<file path="config.mk">
export PLATFORM = sky130hd
export DESIGN_NAME = bds_cell
export DESIGN_NICKNAME = d
export VERILOG_FILES = /design/src/bds_pkg.sv /design/src/bds_cell.sv
export SDC_FILE = /design/constraint.sdc
export NUM_CORES = 2
export LEC_CHECK = 0
export BUFFER_PORTS_ARGS = -buffer_cell sky130_fd_sc_hd__buf_2
export CAP_MARGIN = 20
export CORE_AREA = 2 2 251 253
export DETAILED_ROUTE_END_ITERATION = 7
export DIE_AREA = 0 0 253 255
export PLACE_DENSITY_LB_ADDON = 0.12
export REMOVE_ABC_BUFFERS = 1
export SLEW_MARGIN = 10
export SYNTH_ARGS = -nofsm -noshare
export SYNTH_HDL_FRONTEND = slang
export SYNTH_SLANG_ARGS = --single-unit
export TNS_END_PERCENT = 1
</file>
<file path="constraint.sdc">
create_clock -name clk -period 10.8 [get_ports clk]
set_clock_uncertainty 0.1 [all_clocks]
set_input_delay 1.08 -clock clk [delete_from_list [all_inputs] [get_ports clk]]
set_output_delay 1.08 -clock clk [all_outputs]
set_load 0.1 [all_outputs]
</file>
<file path="src/bds_pkg.sv">
// Shared constants, status codes and the item record for the baud divisor search.
package bds_pkg;

    localparam int DIVIDER_FIRST     = 4;
    localparam int DIVIDER_LAST      = 254;
    localparam int MAX_ERROR_PERCENT = 3;
    localparam int NUM_CELLS         = DIVIDER_LAST - DIVIDER_FIRST + 1;

    localparam int WORD_W = 32;
    localparam int CNT_W  = 5;
    localparam int BD_W   = 8;
    localparam int DP1_W  = BD_W + 1;
    localparam int DEN_W  = WORD_W + DP1_W;
    localparam int REM_W  = DEN_W + 1;
    localparam int PCT_W  = WORD_W + 8;

    localparam logic [CNT_W-1:0] CNT_LAST = CNT_W'(WORD_W - 1);

    localparam logic [1:0] ST_OK        = 2'd0;
    localparam logic [1:0] ST_TOO_FAST  = 2'd1;
    localparam logic [1:0] ST_BAD_ERROR = 2'd2;
    localparam logic [1:0] ST_NO_RATE   = 2'd3;

    localparam logic CFG_CLOCK_HZ = 1'b0;
    localparam logic CFG_PRESCALE = 1'b1;

    localparam logic [WORD_W-1:0] CLOCK_HZ_RESET = 32'd100000000;

    typedef struct packed {
        logic [WORD_W-1:0] baud;
        logic [WORD_W-1:0] clk_eff;
        logic [1:0]        pre;
        logic              found;
        logic [WORD_W-1:0] best_err;
        logic [WORD_W-1:0] best_div;
        logic [BD_W-1:0]   best_bd;
    } item_t;

endpackage

</file>
<file path="src/bds_cell.sv">
// One search cell: tries a single baud divider with one serial divider shared by its two divisions.
module bds_cell (
    input  logic                           clk,
    input  logic                           rst_n,
    input  logic [bds_pkg::BD_W-1:0]       divider,
    input  logic                           up_valid,
    output logic                           up_ready,
    input  bds_pkg::item_t                 up_item,
    output logic                           dn_valid,
    input  logic                           dn_ready,
    output bds_pkg::item_t                 dn_item
);
    import bds_pkg::*;

    localparam logic [2:0] S_EMPTY = 3'd0;
    localparam logic [2:0] S_MUL1  = 3'd1;
    localparam logic [2:0] S_DIV1  = 3'd2;
    localparam logic [2:0] S_MUL2  = 3'd3;
    localparam logic [2:0] S_DIV2  = 3'd4;
    localparam logic [2:0] S_CMP   = 3'd5;
    localparam logic [2:0] S_DONE  = 3'd6;

    logic [2:0]        st_reg, st_next;
    item_t             item_reg, item_next;
    logic [DEN_W-1:0]  den_reg, den_next;
    logic [REM_W-1:0]  rem_reg, rem_next;
    logic [WORD_W-1:0] q_reg, q_next;
    logic [WORD_W-1:0] divq_reg, divq_next;
    logic [CNT_W-1:0]  cnt_reg, cnt_next;

    logic [DP1_W-1:0]  dp1;
    logic [REM_W-1:0]  rem_sh;
    logic              ge;
    logic [REM_W-1:0]  rem_step;
    logic [WORD_W-1:0] q_step;
    logic [WORD_W-1:0] err;

    assign dp1      = {1'b0, divider} + DP1_W'(1);
    assign rem_sh   = {rem_reg[REM_W-2:0], q_reg[WORD_W-1]};
    assign ge       = rem_sh >= REM_W'(den_reg);
    assign rem_step = ge ? rem_sh - REM_W'(den_reg) : rem_sh;
    assign q_step   = {q_reg[WORD_W-2:0], ge};
    assign err      = (q_reg > item_reg.baud) ? q_reg - item_reg.baud
                                              : item_reg.baud - q_reg;

    assign up_ready = (st_reg == S_EMPTY);
    assign dn_valid = (st_reg == S_DONE);
    assign dn_item  = item_reg;

    always_comb
    begin
        st_next   = st_reg;
        item_next = item_reg;
        den_next  = den_reg;
        rem_next  = rem_reg;
        q_next    = q_reg;
        divq_next = divq_reg;
        cnt_next  = cnt_reg;
        unique case (st_reg)
            S_EMPTY:
            begin
                if (up_valid)
                begin
                    item_next = up_item;
                    st_next   = (up_item.pre == ST_OK) ? S_MUL1 : S_DONE;
                end
            end
            S_MUL1:
            begin
                den_next = DEN_W'(item_reg.baud) * DEN_W'(dp1);
                rem_next = '0;
                q_next   = item_reg.clk_eff;
                cnt_next = '0;
                st_next  = S_DIV1;
            end
            S_DIV1:
            begin
                rem_next = rem_step;
                q_next   = q_step;
                cnt_next = cnt_reg + CNT_W'(1);
                if (cnt_reg == CNT_LAST)
                begin
                    divq_next = q_step;
                    st_next   = S_MUL2;
                end
            end
            S_MUL2:
            begin
                // skip a divider whose divisor comes out zero
                if (divq_reg == '0)
                begin
                    st_next = S_DONE;
                end
                else
                begin
                    den_next = DEN_W'(divq_reg) * DEN_W'(dp1);
                    rem_next = '0;
                    q_next   = item_reg.clk_eff;
                    cnt_next = '0;
                    st_next  = S_DIV2;
                end
            end
            S_DIV2:
            begin
                rem_next = rem_step;
                q_next   = q_step;
                cnt_next = cnt_reg + CNT_W'(1);
                if (cnt_reg == CNT_LAST)
                begin
                    st_next = S_CMP;
                end
            end
            S_CMP:
            begin
                // strict compare keeps the earlier divider on a tie
                if (!item_reg.found || (err < item_reg.best_err))
                begin
                    item_next.found    = 1'b1;
                    item_next.best_err = err;
                    item_next.best_div = divq_reg;
                    item_next.best_bd  = divider;
                end
                st_next = S_DONE;
            end
            S_DONE:
            begin
                if (dn_ready)
                begin
                    st_next = S_EMPTY;
                end
            end
            default:
            begin
                st_next = S_EMPTY;
            end
        endcase
    end

    always_ff @(posedge clk or negedge rst_n)
    begin
        if (!rst_n)
        begin
            st_reg <= S_EMPTY;
        end
        else
        begin
            st_reg <= st_next;
        end
    end

    always_ff @(posedge clk)
    begin
        item_reg <= item_next;
        den_reg  <= den_next;
        rem_reg  <= rem_next;
        q_reg    <= q_next;
        divq_reg <= divq_next;
        cnt_reg  <= cnt_next;
    end

endmodule

</file>
Word-level counts from Yosys, hierarchy flattened
Index checks and enable logic that the tools add are counted.
Cells by class
  mux-type cells: 20
  magnitude comparators: 3
  equality and inequality tests: 13
  multiply operators: 2
  reduce and logical (&&, ||, !) cells: 15
  add/subtract/negate cells: 5
Operators with widths (count)
  73-bit 2-to-1 mux: 2
  73-bit one-hot mux with 2 select lines: 1
  41-bit 2-to-1 mux: 3
  41-bit one-hot mux with 3 select lines: 1
  32-bit one-hot mux with 3 select lines: 1
  32-bit by 9-bit multiplier with 41-bit output: 2
  41-bit one-hot mux with 2 select lines: 1
  32-bit 2-to-1 mux: 2
  32-bit subtractor: 2
  42-bit by 41-bit >= comparator with 1-bit output: 1
  41-bit subtractor: 1
  32-bit greater-than comparator: 1
  32-bit logical NOT: 1
  32-bit less-than comparator: 1
  3-bit one-hot mux with 7 select lines: 1
  3-bit 2-to-1 mux: 5
  5-bit one-hot mux with 3 select lines: 1
  2-bit != test (second input constant): 5
  8-bit by 1-bit adder with 9-bit output (second input constant): 1
  3-bit equality test (second input constant): 3
  2-bit AND reduction: 4
  3-bit by 2-bit equality test with 1-bit output (second input constant): 2
  5-bit by 1-bit adder with 5-bit output (second input constant): 1
  5-bit equality test (second input constant): 1
  other kinds (13): 14
Storage, ports and cells
  bits in registers: 293
  logic and storage cells: 71
  output and inout bits: 141
  input port bits: 151

Depth between registers and ports, before layout
  depth in word-level cells: 6
  depth in mapped cells: 25
  gate-level depth less buffers: 23

Worst setup path before layout
Ideal clock, no wire load.
  path type: register to register
  start point: register item_reg (netlist bit dn_item[113])
  end point: register item_reg (netlist bit dn_item[0]) (enable)
  arrival time: 8.312 ns
  setup time: 0.519 ns
  setup slack: 1.869 ns
  stages on the path, launching flop included: 23
  data required time: 10.181 ns
  path through: edfxtp_1 -> inv_1 -> ha_1 -> clkbuf_1 -> and4_1 -> nand2_1 -> nor3_1 -> nand3_1 -> o21ai_2 -> a21o_1 -> buf_2 -> mux2i_1 -> xnor2_1 -> ha_1 -> a21o_1 -> a21oi_1 -> nor2b_1 -> o311a_1 -> o21ai_0 -> a31oi_1 -> o31ai_1 -> a21boi_0 -> o21bai_1
On the way
  cells in the longest elaborated chain, start to end: 6
Ends and longest elaborated chain
  from (decl): line bds_cell.sv:24  | item_t item_reg, item_next;
  from (signal assigned): line bds_cell.sv:153  | item_reg <= item_next;
  32-bit subtractor (tied with other cells): line bds_cell.sv:44  | : item_reg.baud - q_reg;
  32-bit 2-to-1 mux *: line bds_cell.sv:43  | assign err = (q_reg > item_reg.baud) ? q_reg - item_reg.baud
  32-bit less-than comparator *: line bds_cell.sv:116  | if (!item_reg.found || (err < item_reg.best_err))
  1-bit logical OR *: line bds_cell.sv:116
  2-bit != test (no line) *
  3-bit AND reduction (no line) *
Every way passes the cells marked *; elsewhere a longest branch is shown, timed or not.
A chain may end at the register's enable or synchronous reset.

Final worst setup path
  start point: input divider[1] in the netlist's numbering
  end point: register den_reg[37] (data pin)
On the way
  cells in the longest elaborated chain, start to end: 4
Ends and longest elaborated chain
  from (decl): line bds_cell.sv:5  | input logic [bds_pkg::BD_W-1:0] divider,
  8-bit by 1-bit adder with 9-bit output *: line bds_cell.sv:38  | assign dp1 = {1'b0, divider} + DP1_W'(1);
  32-bit by 9-bit multiplier with 41-bit output: line bds_cell.sv:96  | den_next = DEN_W'(divq_reg) * DEN_W'(dp1);
  41-bit 2-to-1 mux: line bds_cell.sv:90  | if (divq_reg == '0)
  41-bit one-hot mux with 2 select lines *: line bds_cell.sv:59  | unique case (st_reg)
  named net den_next[37]: line bds_cell.sv:25  | logic [DEN_W-1:0] den_reg, den_next;
  to (signal assigned): line bds_cell.sv:154  | den_reg <= den_next;
  to (decl): line bds_cell.sv:25
Mark *: on every way through the listed nets, which the timed path passes. The rest lies on a longest branch. The select of a mux whose other input is x is not followed.

==> impl_metrics.yaml <==
die:
  die_h_um: 255
  core_um2: 62200
  die_w_um: 253
  start_util_pct: 59.0
  pin_count: 292
  dieArea_um2: 64500
  num_rows: 92
worst_setup_path:
  crit_path_start: "divider[1]"
  reg2reg_setup_slack_ns: 3.14
  cp-start-kind: "primary input"
  timing.rr.end: "dn_item[9]$_DFFE_PP_"
  crit_type: "primary input to flop"
  r2r_cells: 21
  arrival_ns: 7.90
  endpoint_kind: "flop"
  critPathRequiredTime_ns: 10.96
  critPathMaxFanout: 36
  r2r_start: "dn_item[108]$_DFFE_PP_"
  crit_end: "den_reg[37]$_DFFE_PP_"
flow_run:
  max_cap_viol_count: 0
routing:
  drc: 0
  first_pass_iters: 6
  wl_um: 101000
  avgRoutedWirePerCell_um: 20.0
  vias: 29487
  ant_nets: 0
  viasPerCell: 5.83
  initialDrtViolationCount: 2262
sta:
  finalSetupTns_ns: 0
  setup_viol: 0
  rsz0062_at_grt: "false"
  maxSlewHeadroom_pct: 25.9
  worstMarginPinSlew_ns: 1.11
  period_share_pct: 71.6
  slew_viol_final: 0
  hold_violations: 0
  fmax_mhz: 129
  period_needed_ns: 7.73
place:
  place_congestion: 0.970
  io_buffers: 291
  dp_hpwl_um: 78400
clock_tree:
  holdBufCountCts: 0
  cts_buffers: 39
  max-clock-path-buffers: 3
  clk_pin_slew_ns: 0.05
  clock-root-buffer: "clkbuf_16"
  cts_tree: "done"
  cts.sinks: 293
  insertion_delay_ns: 0.59
  htreeDepth: 2
  cts_setup_buffers: 0
  cts_resized: 0
yosys:
  synthFlopType: "edfxtp_1"
  ys_seq_elements: 293
  synth.cell_area_um2: 36600
  synth_top_area_share_pct: 23.8
  async_flop_share_pct: 1.02
  synth-seq-area-share_pct: 24.0
  synth.area.top_cells: "edfxtp_1 (24%), fa_1 (23%), ha_1 (8.9%), inv_1 (6.5%), nand2_1 (4.8%)"
  synth_top_area_cell: "edfxtp_1"
  postSynthAreaPerCell_um2: 8.99
  synth_edf_count: 290
  syn-instance-count: 4075
  ys_types: 83
  ys_warn_count: 0
global_routing:
  grt_overflow_total: 0
  grt_pass1_vias: 29760
  grt_max_degree: 73
  antenna_found_initial: 3
  grtUsageTotal_pct: 31.7
  grt_pass1_wl_um: 160000
cells_and_area:
  drive_gt1_share_pct: 10.9
  final_common_cell: "inv_1"
  nFillCells: 5375
  mostFrequentLayoutCells: "inv_1 (636), nand2_1 (471), fa_1 (425)"
  syn2layout_area_growth_pct: 9.25
  largest_reg_flops: 139
  nets: 5072
min_path:
  min_path_type: "primary input to asynchronous set/reset pin"
status:
  outcome: "completed"
## how the worst min path moves through the flow
stage | startpoint | to | slack, ns | cells after the start
after floorplan | q_reg[9]$_DFFE_PP_ | divq_reg[10]$_DFFE_PP_ | 0.35 | 0
after global placement | q_reg[10]$_DFFE_PP_ | divq_reg[11]$_DFFE_PP_ | 0.37 | 0
after detailed placement | q_reg[10]$_DFFE_PP_ | divq_reg[11]$_DFFE_PP_ | 0.38 | 0
after CTS | rst_n | st_reg[1]$_DFFE_PN0P_ | 0.19 | 1
after global routing | rst_n | st_reg[0]$_DFFE_PN0P_ | 0.20 | 1
final | rst_n | st_reg[2]$_DFFE_PN0P_ | 0.21 | 1
## per-layer routing
metal,global-route usage (%),vias to the layer above,wire (um)
li1,-,13737,-
met2,52.7,1116,47100
met5,0,-,13
met4,10.1,2,3400
met1,42.7,14430,42700
met3,5.25,202,7800
## worst max-delay path, cell delays in order
cell,delay [ns]
buf_2,0.13
ha_2,0.24
nand3_1,0.20
nor2_1,0.38
and3_2,0.71
buf_4,0.43
and2_1,0.20
fa_1,0.44
fa_1,0.46
fa_1,0.48
inv_1,0.05
fa_1,0.48
inv_1,0.04
ha_1,0.36
nand4_1,0.15
nor2_1,0.06
a41oi_1,0.26
nand3_1,0.21
a21oi_1,0.35
o21ai_0,0.28
a221oi_1,0.34
xor2_1,0.37
mux2i_1,0.13
## cell type report
class / instances / area [um2] / area share, %
multi-input combinational: 2943 / 24900 / 62.1
antenna: 1 / 2.50 / 0.00625
clock inverter: 23 / 278 / 0.694
tap: 799 / 1000 / 2.50
clock buffer: 43 / 991 / 2.47
inverter: 636 / 2390 / 5.96
sequential: 293 / 8780 / 21.9
timing repair buffer: 323 / 1740 / 4.34
## cell families after synthesis
kind of cell / after synthesis / synth area share (%)
compound gates: 769 / 13.5
xor+xnor: 118 / 2.82
fa+ha+maj: 685 / 32.1
buf+inv: 839 / 8.68
flops: 293 / 24.0
mux: 57 / 1.66
simple gates: 1314 / 17.3
## through the flow
stage / utilization [%] / std cells / instance area (um2) / hold slack (ns) / setup WS (ns)
after CTS: 64.3 / 5058 / 40000 / 0.188 / 3.13
after global routing: 64.4 / 5061 / 40000 / 0.202 / 2.53
after floorplan: - / 3872 / 35900 / 0.354 / 1.40
after detailed placement: 62.3 / 4992 / 38700 / 0.381 / 2.54
after global placement: 62.3 / 4992 / 38700 / 0.372 / 2.65
final: 64.4 / 5061 / 40000 / 0.213 / 3.07
## synthesized netlist by cell type (all sizes together), types with 28 or more instances
cell and instances:
mux2i 29, and2 216, edfxtp 290, a211oi 37, nor2 266, nand4 38, fa 425, xor2 61
ha 260, mux2 28, nor3 35, clkbuf 178, xnor2 57, a21o 133, nand2b 83, a21oi 217
nand2 471, nand3 76, o21ai 163, inv 636
Power is not shown: default switching activity piles up to over one toggle a cycle in this logic, so the estimate is an artifact.
