File: config.mk
export PLATFORM = sky130hd
export DESIGN_NAME = bds_out
export DESIGN_NICKNAME = d
export VERILOG_FILES = /design/src/bds_pkg.sv /design/src/bds_out.sv
export SDC_FILE = /design/constraint.sdc
export NUM_CORES = 1
export LEC_CHECK = 0
export BUFFER_PORTS_ARGS = -buffer_cell sky130_fd_sc_hd__buf_2
export CORE_ASPECT_RATIO = 1.4
export CORE_UTILIZATION = 53
export DETAILED_ROUTE_END_ITERATION = 6
export HOLD_SLACK_MARGIN = 0.06
export PLACE_DENSITY = 0.82
export SETUP_SLACK_MARGIN = 0.5
export SYNTH_ARGS = -nofsm -noshare
export SYNTH_HDL_FRONTEND = slang
export SYNTH_SLANG_ARGS = --single-unit
File: constraint.sdc
create_clock -name clk -period 3.24 [get_ports clk]
set_input_delay 0.486 -clock clk [delete_from_list [all_inputs] [get_ports clk]]
set_output_delay 0.486 -clock clk [all_outputs]
set_load 0.01 [all_outputs]
File: src/bds_pkg.sv
// Shared constants, status codes and the item record for the baud divisor search.
package bds_pkg;

    localparam int DIVIDER_FIRST     = 4;
    localparam int DIVIDER_LAST      = 254;
    localparam int MAX_ERROR_PERCENT = 3;
    localparam int NUM_CELLS         = DIVIDER_LAST - DIVIDER_FIRST + 1;

    localparam int WORD_W = 32;
    localparam int CNT_W  = 5;
    localparam int BD_W   = 8;
    localparam int DP1_W  = BD_W + 1;
    localparam int DEN_W  = WORD_W + DP1_W;
    localparam int REM_W  = DEN_W + 1;
    localparam int PCT_W  = WORD_W + 8;

    localparam logic [CNT_W-1:0] CNT_LAST = CNT_W'(WORD_W - 1);

    localparam logic [1:0] ST_OK        = 2'd0;
    localparam logic [1:0] ST_TOO_FAST  = 2'd1;
    localparam logic [1:0] ST_BAD_ERROR = 2'd2;
    localparam logic [1:0] ST_NO_RATE   = 2'd3;

    localparam logic CFG_CLOCK_HZ = 1'b0;
    localparam logic CFG_PRESCALE = 1'b1;

    localparam logic [WORD_W-1:0] CLOCK_HZ_RESET = 32'd100000000;

    typedef struct packed {
        logic [WORD_W-1:0] baud;
        logic [WORD_W-1:0] clk_eff;
        logic [1:0]        pre;
        logic              found;
        logic [WORD_W-1:0] best_err;
        logic [WORD_W-1:0] best_div;
        logic [BD_W-1:0]   best_bd;
    } item_t;

endpackage

File: src/bds_out.sv
// Output stage: resolves the final status and holds the result transaction.
module bds_out (
    input  logic                          clk,
    input  logic                          rst_n,
    input  logic                          up_valid,
    output logic                          up_ready,
    input  bds_pkg::item_t                up_item,
    output logic                          out_valid,
    input  logic                          out_stall,
    output logic [1:0]                    status,
    output logic [bds_pkg::WORD_W-1:0]    clock_divisor,
    output logic [bds_pkg::BD_W-1:0]      baud_divider,
    output logic [bds_pkg::WORD_W-1:0]    rate_error
);
    import bds_pkg::*;

    logic              valid_reg, valid_next;
    logic [1:0]        status_reg, status_next;
    logic [WORD_W-1:0] div_reg, div_next;
    logic [BD_W-1:0]   bd_reg, bd_next;
    logic [WORD_W-1:0] err_reg, err_next;

    logic [PCT_W-1:0]  err_scaled;
    logic [PCT_W-1:0]  limit;
    logic              load;

    // floor(err * 100 / baud) > M  is  err * 100 >= (M + 1) * baud
    assign err_scaled = PCT_W'(up_item.best_err) * PCT_W'(100);
    assign limit      = PCT_W'(up_item.baud) * PCT_W'(MAX_ERROR_PERCENT + 1);

    assign up_ready = !valid_reg || !out_stall;
    assign load     = up_valid && up_ready;

    always_comb
    begin
        valid_next  = valid_reg;
        status_next = status_reg;
        div_next    = div_reg;
        bd_next     = bd_reg;
        err_next    = err_reg;
        if (valid_reg && !out_stall)
        begin
            valid_next = 1'b0;
        end
        if (load)
        begin
            valid_next = 1'b1;
            div_next   = '0;
            bd_next    = '0;
            err_next   = '0;
            if (up_item.pre == ST_TOO_FAST)
            begin
                status_next = ST_TOO_FAST;
            end
            else if ((up_item.pre == ST_NO_RATE) || !up_item.found)
            begin
                status_next = ST_NO_RATE;
            end
            else
            begin
                status_next = (err_scaled >= limit) ? ST_BAD_ERROR : ST_OK;
                div_next    = up_item.best_div;
                bd_next     = up_item.best_bd;
                err_next    = up_item.best_err;
            end
        end
    end

    always_ff @(posedge clk or negedge rst_n)
    begin
        if (!rst_n)
        begin
            valid_reg <= 1'b0;
        end
        else
        begin
            valid_reg <= valid_next;
        end
    end

    always_ff @(posedge clk)
    begin
        status_reg <= status_next;
        div_reg    <= div_next;
        bd_reg     <= bd_next;
        err_reg    <= err_next;
    end

    assign out_valid     = valid_reg;
    assign status        = status_reg;
    assign clock_divisor = div_reg;
    assign baud_divider  = bd_reg;
    assign rate_error    = err_reg;

endmodule

# After elaboration in Yosys (flattened, before gate mapping)
# Index checks and enable logic that the tools add are counted.
# op_classes
n_addsub,0
mul,1
div_mod_pow,0
n_lt_le_gt_ge,1
n_eq_ne,2
shift,0
n_mux,4
bitwise,0
reduce_logical,9
# ops
cell,count
$ge A39 B34 Y1,1
$mul A32 B5 Y37 const B,1
$mux W2,2
$logic_not A1 Y1,3
$eq A2 B1 Y1 const B,1
$eq A2 B2 Y1 const B,1
$logic_and A1 B1 Y1,2
$logic_or A1 B1 Y1,2
$mux W1,2
$reduce_bool A2 Y1,1
$reduce_or A2 Y1,1
# totals
ff_bits,75
latchBits,0
mem_bits_rw,0
romBits,0
in_bits,143
out_inout_bits,76
word_cells,23
mem_count,0

# Logic depth before layout (Yosys ltp)
# Gate-level depths: netlist (run 1).
# depth
depth_word,4
mapped_depth,23
mapped_depth_nobuf,23

# Worst setup path after synthesis (run 1)
# Ideal clock, no wire load.
# synth_path
kind,input to register
from,in up_item[49] (netlist bit)
to,"reg status_reg[1], in the netlist status[1] (data pin)"
setup_ns,0.272
t_arrival_ns,4.519
t_required_ns,2.968
setup_slack_ns,-1.551
cell_stages,23
n_path_buf,0
cell_sequence,ha_1 > ha_1 > inv_1 > fa_1 > inv_1 > ha_1 > a21oi_1 > o21a_1 > o21ai_0 > or2_1 > a21oi_1 > nor2_1 > a31o_2 > xor2_1 > ha_1 > nand3_1 > nor2_1 > a211oi_1 > nand3_1 > a31oi_1 > o21ai_0 > a211oi_1 > a41oi_2
# synth_between
elab_chain_len,4
# synth_lines
element,line_no,text
from (decl),bds_out.sv:7,"input bds_pkg::item_t up_item,"
$mul A32 B5 Y37,bds_out.sv:28,assign err_scaled = PCT_W'(up_item.best_err) * PCT_W'(100);
$ge A39 B34 Y1,bds_out.sv:61,status_next = (err_scaled >= limit) ? ST_BAD_ERROR : ST_OK;
$mux W2,bds_out.sv:61,
$mux W2,bds_out.sv:55,else if ((up_item.pre == ST_NO_RATE) || !up_item.found)
to (signal assigned),bds_out.sv:83,status_reg <= status_next;
to (decl),bds_out.sv:18,"logic [1:0] status_reg, status_next;"
# Every way passes these cells.
# A chain may end at the register's enable or synchronous reset.

# Worst setup path in the final report (run 1)
# layout_path
from,in up_item[52] (netlist bit)
to,"reg status_reg[1], in the netlist status[1] (data pin)"
# Same word-level chain as after synthesis.

==> impl_results.md, run 1 <==
- Status: finished, violations left
- Failing checks: negative setup slack
- Placer Congestion: ~0.96
- Largest net degree at the start of global routing: 75
- Post-synth EDFFs: 74
- Distinct cells, synth: 60
- Async S/R FF share, synth: 0.01333
- 1st-pass router iterations: 5
- Share of cells above drive strength 1: 0.4018
- Global-route wire length before repair: about 33,000 µm
- Core Util, Final: 0.7636
- Clk sink count: 75
- Layout Area Growth over Synthesis: 41.06%
- Flops & latches, synth: 75
- Worst Setup Start Kind: input pin
- Clk network pwr share: 0.184
- Final setup viols: 1
- Die area: 14,150 µm²
- Via count: about 6,700
- Worst skew pair latency: 0.35 ns
- All-Layer GR Usage: 0.3005
- Reg power frac: 0.202
- Synth area leaders: edfxtp_1 31%, ha_1 23%, inv_1 8.3%
- Max Freq: roughly 220 MHz
- Hold Crit Class: input pin to flop
- Vias per inst: approximately 5.3
- Core box area: 13,390 µm²
- Starting Density: 0.5413
- Ys Warns: 0
- CP arrival: about 4.8 ns
- Maxcap violations: 0
- Die Y: around 140 µm
- Post-synth top area share: 0.3066
- Combinational Power Share: 0.613
- Static Leak: 5.268 nW
- Pint: between 0.003 and 0.004 W
- Synth area leader: edfxtp_1
- Total gr overflow: 0
- Final WL: between 20,000 and 25,000 µm
- Total nets after synthesis: around 1,100
- H-tree depth: 3
- Initial antenna violation count: 0
- Max Slew Vio Count: 0
- Drt wl/cell: between 15 and 20 µm
- Clk_skew: between 0.009 and 0.01 ns
- Ant. Diodes: 0
- Vias in the first global route: around 7,100
- TritonCTS buffer count: 9
- PwrDens: 550.4 nW/µm²
- CTS tree: done
- Setup ws final: -1.335 ns
- Max FO, Critical Path: 3
- Tcrit/Tclk final: 1.412
- RSZ-0062 raised after global routing: yes
- Kind of end point of the critical path: flop
- Avg Cell Area, Syn: roughly 9.6 µm²
- Post-Synthesis Cells: between 700 and 800
- Slew @ Worst Pin: approximately 0.95 ns
- CTS root buffer: clkbuf_16
- Post-DP HPWL: roughly 16,000 µm
- Slew margin rel.: 0.3677
- Critical Path RT: approximately 3.5 ns
- DR DRC count: 0
- Net Sw Frac: 0.3975
- Post-route antenna net violation count: 0
- Top_reg_cell synth: edfxtp_1
- IO Port Bufs: between 150 and 200
- P_sw: around 0.0022 W
- Hold Vio Cnt, Final: 0
- Crit Path Class: input pin to flop
- Final Net Count: about 1,400
- Reg clk slew, reported paths: roughly 0.080 ns
- Row cnt: 50
- Die width: between 100 and 150 µm
- Pre-CTS setup slack: -1.738 ns
- Maximum root-to-sink buffer count: 2
- Tmin final: between 4 and 5 ns
- Initial drt markers: 203
- # IOs: ~220
- Peak supply drop: 0.3048 mV
- Post-synthesis sequential area ratio: 0.3101
- Synthesized area: 7247 µm²
## metal layers
layer	part of all wire	GRT usage	vias up	wire, µm
met1	0.34	0.2896	3140	6962
met3	0.051	0.05289	76	1040
li1	-	-	3214	-
met4	0.052	0.1640	0	1058
met2	0.55	0.5858	249	11180
met5	0	0	-	0
## synthesized netlist by cell type (all sizes together), types with 3 or more instances
| cell | count |
|---|---|
| inv | 161 |
| ha | 132 |
| edfxtp | 74 |
| and2 | 51 |
| a21oi | 48 |
| nor2 | 45 |
| nand2 | 31 |
| fa | 27 |
| o21ai | 23 |
| xnor2 | 16 |
| a21o | 14 |
| nand3 | 14 |
| xor2 | 13 |
| clkbuf | 12 |
| nand4 | 11 |
| nor3 | 10 |
| a211oi | 8 |
| buf | 8 |
| o21bai | 6 |
| a31oi | 5 |
| o21a | 5 |
| o31ai | 4 |
| a221oi | 3 |
| a31o | 3 |
| a41oi | 3 |
| and3 | 3 |
| o221ai | 3 |
## final timing paths
check	from	end	slack, ns	cells after the start
setup / recovery	up_item[52]	status[1]	-1.34	22
hold / removal	up_valid	out_valid	0.36	2
setup reg to reg	out_valid	clock_divisor[27]	1.53	2
hold reg to reg	out_valid	out_valid	0.58	2
max in group asynchronous	rst_n	out_valid	2.71	2
min in group asynchronous	rst_n	out_valid	0.44	2
## repair_timing
item	in CTS	in global routing
setup endpoints to repair	1	1
resized for setup	27	1
setup buffers	7	1
pin swaps	32	5
endpoints found under the hold margin	1	0
hold buffers	1	0
## power by group through the flow
stage | Combinational (W) | Clock, W | Sequential, W
after global placement | 0.00311 | 0 | 0.00116
final | 0.00345 | 0.00104 | 0.00114
after detailed placement | 0.00320 | 0 | 0.00116
after floorplan | 0.00195 | 0 | 0.00119
after CTS | 0.00342 | 0.00105 | 0.00114
after global routing | 0.00382 | 0.00108 | 0.00114
## placed cells by master, fill, tap and decap left out, types with 25 or more instances in the layout
cell type,n
edfxtp_1,74
ha_1,107
buf_2,183
buf_4,152
a21oi_1,36
nor2_1,41
fa_1,25
and2_1,49
nand2_1,29
inv_1,152
## cell families (layout without fill, tap and decap cells)
kind of cell             after synthesis  in the layout  synth area share
AO/OA/AOI/OAI                        132            132            0.1283
XOR/XNOR                              29             29           0.03505
AND/OR/NAND/NOR                      178            178            0.1247
buffers and inverters                181            515           0.09669
adder cells (fa/ha/maj)              159            159            0.3025
flip-flops                            75             75            0.3101
multiplexers                           2              2          0.002763
## worst max-delay path: stages
cell	delay [ns]
buf_2	0.13
ha_1	0.30
ha_1	0.28
inv_1	0.06
fa_1	0.49
inv_1	0.06
ha_4	0.24
o21a_1	0.20
or2_1	0.25
a2bb2oi_2	0.19
o31ai_4	0.11
buf_4	0.15
a211oi_4	0.31
xnor2_1	0.12
ha_1	0.31
nand4_1	0.08
or3_4	0.39
nor3_4	0.13
a211oi_2	0.09
o311ai_1	0.13
a211oi_2	0.08
a41oi_2	0.19
## through the flow
| step | cell area [µm²] | hold slack (ns) | cells | power (W) | TNS [ns] |
|---|---|---|---|---|---|
| after detailed placement | 9704 | 0.2698 | 1247 | 0.004359 | -1.738 |
| after CTS | 10210 | 0.3535 | 1271 | 0.005611 | -1.314 |
| after global placement | 9704 | 0.2610 | 1247 | 0.004264 | -1.604 |
| after global routing | 10220 | 0.3658 | 1272 | 0.006041 | -1.510 |
| final | 10220 | 0.3589 | 1272 | 0.005626 | -1.335 |
| after floorplan | 7565 | 0.1904 | 756 | 0.003142 | -1.218 |
## area by class of cell
cell class	instances	area [µm²]
clock buffer	9	225.2
inverter	161	604.3
sequential	75	2247
tap	182	227.7
multi-input combinational	500	4747
clock inverter	7	81.33
timing repair buffer	338	2090
fill	924	3166
(Power assumes the default switching activity.)
==> inputs of run 2 (changes only) <==
Settings changed: CELL_PAD_IN_SITES_DETAIL_PLACEMENT set to 1, CELL_PAD_IN_SITES_GLOBAL_PLACEMENT set to 2, CORE_MARGIN set to 4, CORE_UTILIZATION 53 to 32, PLACE_DENSITY 0.82 to not set, PLACE_DENSITY_LB_ADDON set to 0.1.
==> run 2 against run 1 <==
Compared with the run above:
- the flow still finishes with violations (negative setup slack)
- final area rose by 1.8%
- critical path depth rose by 1
- clock skew barely moved
- fmax rose by 1.3%
- sequential share of layout area fell by 0.39 points
- combinational power fell by 1%
- first-iteration DRC count fell by 38%
- non-clock buffer count fell by 2
- final cell count rose by 8.9%
- flip-flop and latch count did not move
- register-to-register slack got worse by 0.04 ns
- total power fell by 1.7%
- critical endpoint unchanged
==> impl_results.md, run 2 (synthesis results as in run 1) <==
- Reg power frac: 0.206 (was 0.202)
- Ant. Diodes: 0 (unchanged)
- Total gr overflow: 0 (unchanged)
- Final WL: 22,720 µm (was 20,240 µm)
- R2r setup slk: 1.49 ns (was 1.53 ns)
- Clk_skew: 0.009678 ns (was 0.009249 ns)
- Critical Path End: status[1] (unchanged)
- Slew margin rel.: 0.5911 (was 0.3677)
- CTS tree: done (unchanged)
- Share of cells above drive strength 1: 0.4044 (was 0.4018)
- R2R Path End: clock_divisor[23] (was clock_divisor[27])
- Status: finished, violations left (unchanged)
- Most common cell after layout, fill and taps aside: buf_2 (unchanged)
- Tcrit/Tclk final: 1.394 (was 1.412)
- Hold Vio Cnt, Final: 0 (unchanged)
- Worst skew pair latency: 0.35 ns (about the same)
- Worst Setup Start Kind: input pin (unchanged)
- PwrDens: 531.7 nW/µm² (was 550.4 nW/µm²)
- Crit path launch: up_item[48] (was up_item[52])
- Max FO, Critical Path: 4 (was 3)
- H-tree depth: 3 (unchanged)
- Post-DP HPWL: 19,730 µm (was 15,910 µm)
- # IOs: 219 (unchanged)
- Setup ws final: -1.278 ns (was -1.335 ns)
- Maxcap violations: 0 (unchanged)
- Layout Area Growth over Synthesis: 43.58% (was 41.06%)
- Largest net degree at the start of global routing: 49 (was 75)
- Tmin final: 4.518 ns (was 4.575 ns)
- Pre-CTS setup slack: -1.848 ns (was -1.738 ns)
- Critical Path RT: 3.32 ns (was 3.45 ns)
- Via count: 6,443 (was 6,679)
- Net Sw Frac: 0.3997 (was 0.3975)
- Peak supply drop: 0.2568 mV (was 0.3048 mV)
- CP arrival: 4.60 ns (was 4.78 ns)
- TritonCTS buffer count: 9 (unchanged)
- Core box area: 22,100 µm² (was 13,390 µm²)
- Crit Path Class: input pin to flop (unchanged)
- Global-route wire length before repair: 35,600 µm (was 32,650 µm)
- Drt wl/cell: 16.40 µm (was 15.91 µm)
- Die Y: 186.1 µm (was 140.4 µm)
- Most frequent cells in the layout: 182 x buf_2, 152 x inv_1, 152 x buf_4 (was 183 x buf_2, 152 x inv_1, 152 x buf_4)
- Placer Congestion: 0.7989 (was 0.9572)
- Static Leak: 5.271 nW (was 5.268 nW)
- All-Layer GR Usage: 0.1813 (was 0.3005)
- DR DRC count: 0 (unchanged)
- Combinational Power Share: 0.615 (was 0.613)
- RSZ-0062 raised after global routing: yes (unchanged)
- Maximum root-to-sink buffer count: 2 (unchanged)
- Slew @ Worst Pin: 0.6134 ns (was 0.9485 ns)
- Max Freq: 221.3 MHz (was 218.6 MHz)
- Clk sink count: 75 (unchanged)
- CTS root buffer: clkbuf_16 (unchanged)
- Final TNS setup: -1.278 ns (was -1.335 ns)
- Die width: 135.2 µm (was 100.8 µm)
- Worst R2R Start: out_valid (unchanged)
- Max Slew Vio Count: 0 (unchanged)
- Vias in the first global route: 7,296 (was 7,112)
- Worst Reg-to-Reg Cells: 3 (was 2)
- Die area: 25,150 µm² (was 14,150 µm²)
- Failing checks: negative setup slack (unchanged)
- Initial antenna violation count: 0 (unchanged)
- 1st-pass router iterations: 6 (was 5)
- Hold Crit Class: input pin to flop (unchanged)
- Pint: 0.003321 W (was 0.003390 W)
- Reg clk slew, reported paths: 0.07 ns (was 0.08 ns)
- Row cnt: 64 (was 50)
- Kind of end point of the critical path: flop (unchanged)
- Final setup viols: 1 (unchanged)
- P_sw: 0.002211 W (was 0.002236 W)
- Vias per inst: 4.652 (was 5.251)
- Clk network pwr share: 0.179 (was 0.184)
- Final Net Count: 1,385 (was 1,387)
- Initial drt markers: 126 (was 203)
- Post-route antenna net violation count: 0 (unchanged)
- Starting Density: 0.3279 (was 0.5413)
- IO Port Bufs: 186 (unchanged)
- Total Power: 0.005533 W (was 0.005626 W)
==> run 2: cell count changes in the layout (fill, tap and decap cells not counted), sizes merged <==
cell | previous run | this run
clkinvlp | 0 | 2
buf | 337 | 335
clkinv | 3 | 1
==> run 2: final cells by class <==
cell class | instances | area, µm²
Clock buffer | 9 | 225.2
Clock inverter | 7 | 60.06
Fill cell | 2626 | 11700
Inverter | 161 | 604.3
Multi-Input combinational cell | 500 | 4823
Sequential cell | 75 | 2247
Tap cell | 297 | 371.6
Timing Repair Buffer | 336 | 2073
==> run 2: critical path, stage by stage <==
cell and delay (ns):
buf_2 0.13, ha_1 0.29, ha_1 0.27, inv_1 0.04
fa_1 0.49, inv_2 0.05, ha_4 0.22, a21o_1 0.17
a31oi_1 0.13, o21ai_1 0.11, a221o_1 0.36, a21oi_2 0.16
o21a_2 0.21, o21ai_2 0.08, xnor2_2 0.19, ha_1 0.28
nand3_1 0.11, or3_4 0.15, nor3_4 0.05, a211oi_2 0.20
o311ai_2 0.13, a211oi_2 0.17, a41oi_2 0.12
==> run 2: worst min path at each step <==
stage / start / endpoint / slack (ns) / cells past startpoint
floorplan: rst_n / out_valid / 0.19 / 0
global placement: rst_n / out_valid / 0.26 / 1
detailed placement: rst_n / out_valid / 0.26 / 1
CTS: up_valid / out_valid / 0.34 / 2
global route: up_valid / out_valid / 0.38 / 2
finish: up_valid / out_valid / 0.36 / 2
==> run 2: repair_timing <==
| action | in CTS | in global routing |
|---|---|---|
| gates resized for setup | 33 | 2 |
| hold buffers | 1 | 0 |
| pin swaps | 30 | 1 |
| hold endpoints to repair | 1 | 0 |
| endpoints found under the setup margin | 1 | 1 |
| setup buffers | 4 | 0 |
==> run 2: stage by stage <==
step	cells	hold WS, ns	util	area (µm²)
2_1_floorplan	756	0.1904	-	7565
3_3_place_gp	1364	0.2613	0.4465	9868
3_5_place_dp	1364	0.2615	0.4465	9868
4_1_cts	1385	0.3425	0.4703	10400
5_1_grt	1385	0.3820	0.4708	10410
6_report	1385	0.3586	0.4708	10410
==> run 2: routing by layer <==
metal	routed length, µm	vias to the layer above	GRT usage
met5	0	-	0
met4	269	0	0.03590
met3	565	20	0.02353
met2	13860	93	0.3969
met1	8017	3131	0.1736
li1	-	3199	-
==> run 2: power by group through the flow <==
stage	Sequential (W)	Combinational, W	Clock, W
detailed placement	0.00116	0.00327	0
global placement	0.00116	0.00318	0
CTS	0.00114	0.00346	0.00104
floorplan	0.00119	0.00195	0
finish	0.00114	0.00340	0.000993
global route	0.00114	0.00382	0.00106
==> inputs of run 3 (changes only) <==
Settings changed: ABC_AREA set to 1, CORE_UTILIZATION 32 to 30, SKIP_LAST_GASP set to 1.
==> run 3 against run 2 <==
Compared with the run above:
- the run still ends with negative setup slack left
- sequential power hardly changed
- global-route usage shrank 0.93 points
- core utilization shrank 0.60 points
- worst setup slack better by 0.56 ns
- critical path depth is 5 higher
- synthesized cell count rose by 26%
- via count up 9.3%
- final cell count is 17% higher
- clock power rose by 12%
- clock skew fell by 0.0026 ns
- area after synthesis is 3.8% higher
- sequential share of layout area fell by 2.0 points
- critical path type unchanged
- largest power group unchanged
- highest routed layer unchanged
==> impl_results.md, run 3 <==
- 1st-pass router iterations: 4 (was 6)
- Failing checks: negative setup slack (unchanged)
- Initial drt markers: 128 (was 126)
- Final Net Count: 1,598 (was 1,385)
- Max Freq: 252.8 MHz (was 221.3 MHz)
- Maximum root-to-sink buffer count: 2 (unchanged)
- Final WL: 23,680 µm (was 22,720 µm)
- # fillers: 2,991 (was 2,626)
- Via count: 7,039 (was 6,443)
- CTS root buffer: clkbuf_16 (unchanged)
- Max FO, Critical Path: 4 (unchanged)
- Slew @ Worst Pin: 0.8613 ns (was 0.6134 ns)
- Final TNS setup: -0.7155 ns (was -1.278 ns)
- WHS: 0.3808 ns (was 0.3586 ns)
- Vias in the first global route: 7,761 (was 7,296)
- Static Leak: 6.118 nW (was 5.271 nW)
- Critical-path top delay cell: fa_1 (unchanged)
- Row cnt: 68 (was 64)
- Seq. cell area: 2247 µm² (unchanged)
- Layout Area Growth over Synthesis: 52.50% (was 43.58%)
- GR Util met1: 0.1598 (was 0.1736)
- Vias per inst: 4.356 (was 4.652)
- Async S/R FF share, synth: 0.01333 (unchanged)
- Placer Congestion: 0.8155 (was 0.7989)
- Hold Crit Class: input pin to flop (unchanged)
- Post-synth top area share: 0.2955 (was 0.3066)
- Most used routing layer: met2 (unchanged)
- Flops & latches, synth: 75 (unchanged)
- Initial antenna violation count: 0 (unchanged)
- Reg clk slew, reported paths: 0.07 ns (about the same)
- Final setup viols: 1 (unchanged)
- Ant. Diodes: 0 (unchanged)
- Post-DP HPWL: 19,650 µm (was 19,730 µm)
- Synthesized area: 7520 µm² (was 7247 µm²)
- Die width: 141.8 µm (was 135.2 µm)
- Tcrit/Tclk final: 1.221 (was 1.394)
- Maxcap violations: 0 (unchanged)
- Worst skew pair latency: 0.35 ns (about the same)
- Worst Setup Start Kind: input pin (unchanged)
- Pre-CTS setup slack: -1.336 ns (was -1.848 ns)
- Distinct cells, synth: 35 (was 60)
- H-tree depth: 3 (unchanged)
- # IOs: 219 (unchanged)
- Critical Path RT: 3.35 ns (was 3.32 ns)
- Setup ws final: -0.7155 ns (was -1.278 ns)
- Synth area leader: edfxtp_1 (unchanged)
- Avg Cell Area, Syn: 7.874 µm² (was 9.586 µm²)
- IO Port Bufs: 186 (unchanged)
- R2r setup slk: 1.86 ns (was 1.49 ns)
- DR DRC count: 0 (unchanged)
- Max stage delay on crit path: 0.49 ns (about the same)
- Post-route cell area: 11,470 µm² (was 10,410 µm²)
- Starting Density: 0.3048 (was 0.3279)
- RSZ-0062 raised after global routing: yes (unchanged)
- Die area: 27,700 µm² (was 25,150 µm²)
- Post-synthesis sequential area ratio: 0.2988 (was 0.3101)
- Post-route antenna net violation count: 0 (unchanged)
- Share of cells above drive strength 1: 0.4058 (was 0.4044)
- CTS tree: done (unchanged)
- Largest net degree at the start of global routing: 75 (was 49)
- Cell mode on critical path: nand2_2 (was ha_1)
- Max Slew Vio Count: 0 (unchanged)
- Status: finished, violations left (unchanged)
- Tmin final: 3.955 ns (was 4.518 ns)
- Post-synth top cells: 265 x inv_1, 184 x nand2_1, 132 x ha_1 (was 160 x inv_1, 132 x ha_1, 74 x edfxtp_1)
- Peak supply drop: 0.3171 mV (was 0.2568 mV)
- PwrDens: 561.2 nW/µm² (was 531.7 nW/µm²)
- Core box area: 24,670 µm² (was 22,100 µm²)
- Synth area leaders: edfxtp_1 30%, ha_1 22%, inv_1 13% (was edfxtp_1 31%, ha_1 23%, inv_1 8.3%)
- Top_reg_cell synth: edfxtp_1 (unchanged)
- Most frequent cells in the layout: 247 x inv_1, 176 x buf_2, 149 x nand2_1 (was 182 x buf_2, 152 x inv_1, 152 x buf_4)
- Total gr overflow: 0 (unchanged)
- Post-Synthesis Cells: 955 (was 756)
- Global-route wire length before repair: 37,470 µm (was 35,600 µm)
- Met2 usage: 0.3727 (was 0.3969)
- Ys Warns: 0 (unchanged)
- Clk_skew: 0.007117 ns (was 0.009678 ns)
- Top-count cell post-synth: inv_1 (unchanged)
- Multi-input logic area: 5298 µm² (was 4823 µm²)
- Clk sink count: 75 (unchanged)
- Total nets after synthesis: 1,257 (was 1,058)
- Die Y: 195.3 µm (was 186.1 µm)
- Crit Path Class: input pin to flop (unchanged)
- Most common cell after layout, fill and taps aside: inv_1 (was buf_2)
- TritonCTS buffer count: 9 (unchanged)
- Core Util, Final: 0.4648 (was 0.4708)
- Kind of end point of the critical path: flop (unchanged)
- Drt wl/cell: 14.65 µm (was 16.40 µm)
- CP arrival: 4.07 ns (was 4.60 ns)
- GR Util met3: 0.02793 (was 0.02353)
- Hold Vio Cnt, Final: 0 (unchanged)
- Post-synth EDFFs: 74 (unchanged)
- All-Layer GR Usage: 0.1720 (was 0.1813)
- Placed cell area: 10,380 µm² (was 9868 µm²)
- Slew margin rel.: 0.4258 (was 0.5911)
run 3: changes by cell type after synthesis, sizes merged, moves of 4 or more:
| cell | delta |
|---|---|
| nand4 | -8 |
| buf | -8 |
| o31ai | -4 |
| a21oi | -4 |
| o21a | -4 |
| and2 | -49 |
| nand2 | +167 |
| o21ai | -17 |
| xnor2 | -4 |
| inv | +107 |
| clkbuf | -5 |
| a211oi | -8 |
| a21o | -13 |
| nor2 | +78 |
run 3: final cells by class:
cell class	count	share of cell area
Tap cell	315	0.03437
Timing Repair Buffer	337	0.1917
Clock inverter	4	0.006547
Inverter	268	0.08794
Multi-Input combinational cell	605	0.4620
Sequential cell	75	0.1960
Clock buffer	12	0.02149
run 3: final timing paths:
check                            startpoint       endpoint  cells past startpoint
worst max-delay path            up_item[46]      status[1]                     28
worst min-delay path               up_valid      out_valid                      3
worst max register to register    out_valid  rate_error[7]                      2
worst min register to register    out_valid      out_valid                      2
max in group asynchronous             rst_n      out_valid                      2
min in group asynchronous             rst_n      out_valid                      2
run 3: timing repair:
| item | CTS | global route |
|---|---|---|
| resized for setup | 46 | 84 |
| endpoints found under the setup margin | 1 | 1 |
| buffers inserted | 7 | 11 |
| pin swaps | 42 | 81 |
| hold buffers | 1 | 0 |
| endpoints found under the hold margin | 1 | 0 |
run 3: power breakdown:
group	total, W	internal [W]	leakage (nW)	switching [W]
clock	0.00111	0.000696	0.149	0.000411
sequential	0.00115	0.00113	0.743	0.0000125
combinational	0.00418	0.00203	5.23	0.00216
total	0.00644	0.00386	6.12	0.00258
run 3: per-layer routing:
metal  vias up  routed length (µm)
li1       3603                   -
met4         0                 391
met3        21                 624
met2        89               14650
met1      3326                8008
met5         -                   0
run 3: stage by stage:
stage	power, W	std cells
2_1_floorplan	0.003240	955
3_3_place_gp	0.004691	1581
3_5_place_dp	0.004766	1581
4_1_cts	0.006104	1605
5_1_grt	0.007022	1616
6_report	0.006436	1616
run 3: logic make-up after synthesis:
family,count (synthesis),synth area share
buffers and inverters,275,0.1373
adder cells (fa/ha/maj),159,0.2915
flip-flops,75,0.2988
AO/OA/AOI/OAI,65,0.04958
AND/OR/NAND/NOR,354,0.1913
XOR/XNOR,27,0.03145
run 3: critical path, delay by kind of cell:
family          cells  cell delay (ns)
fa+ha+maj           5             1.54
simple gates       14             1.07
buf+inv             6             0.55
compound gates      2             0.27
xor+xnor            1             0.15
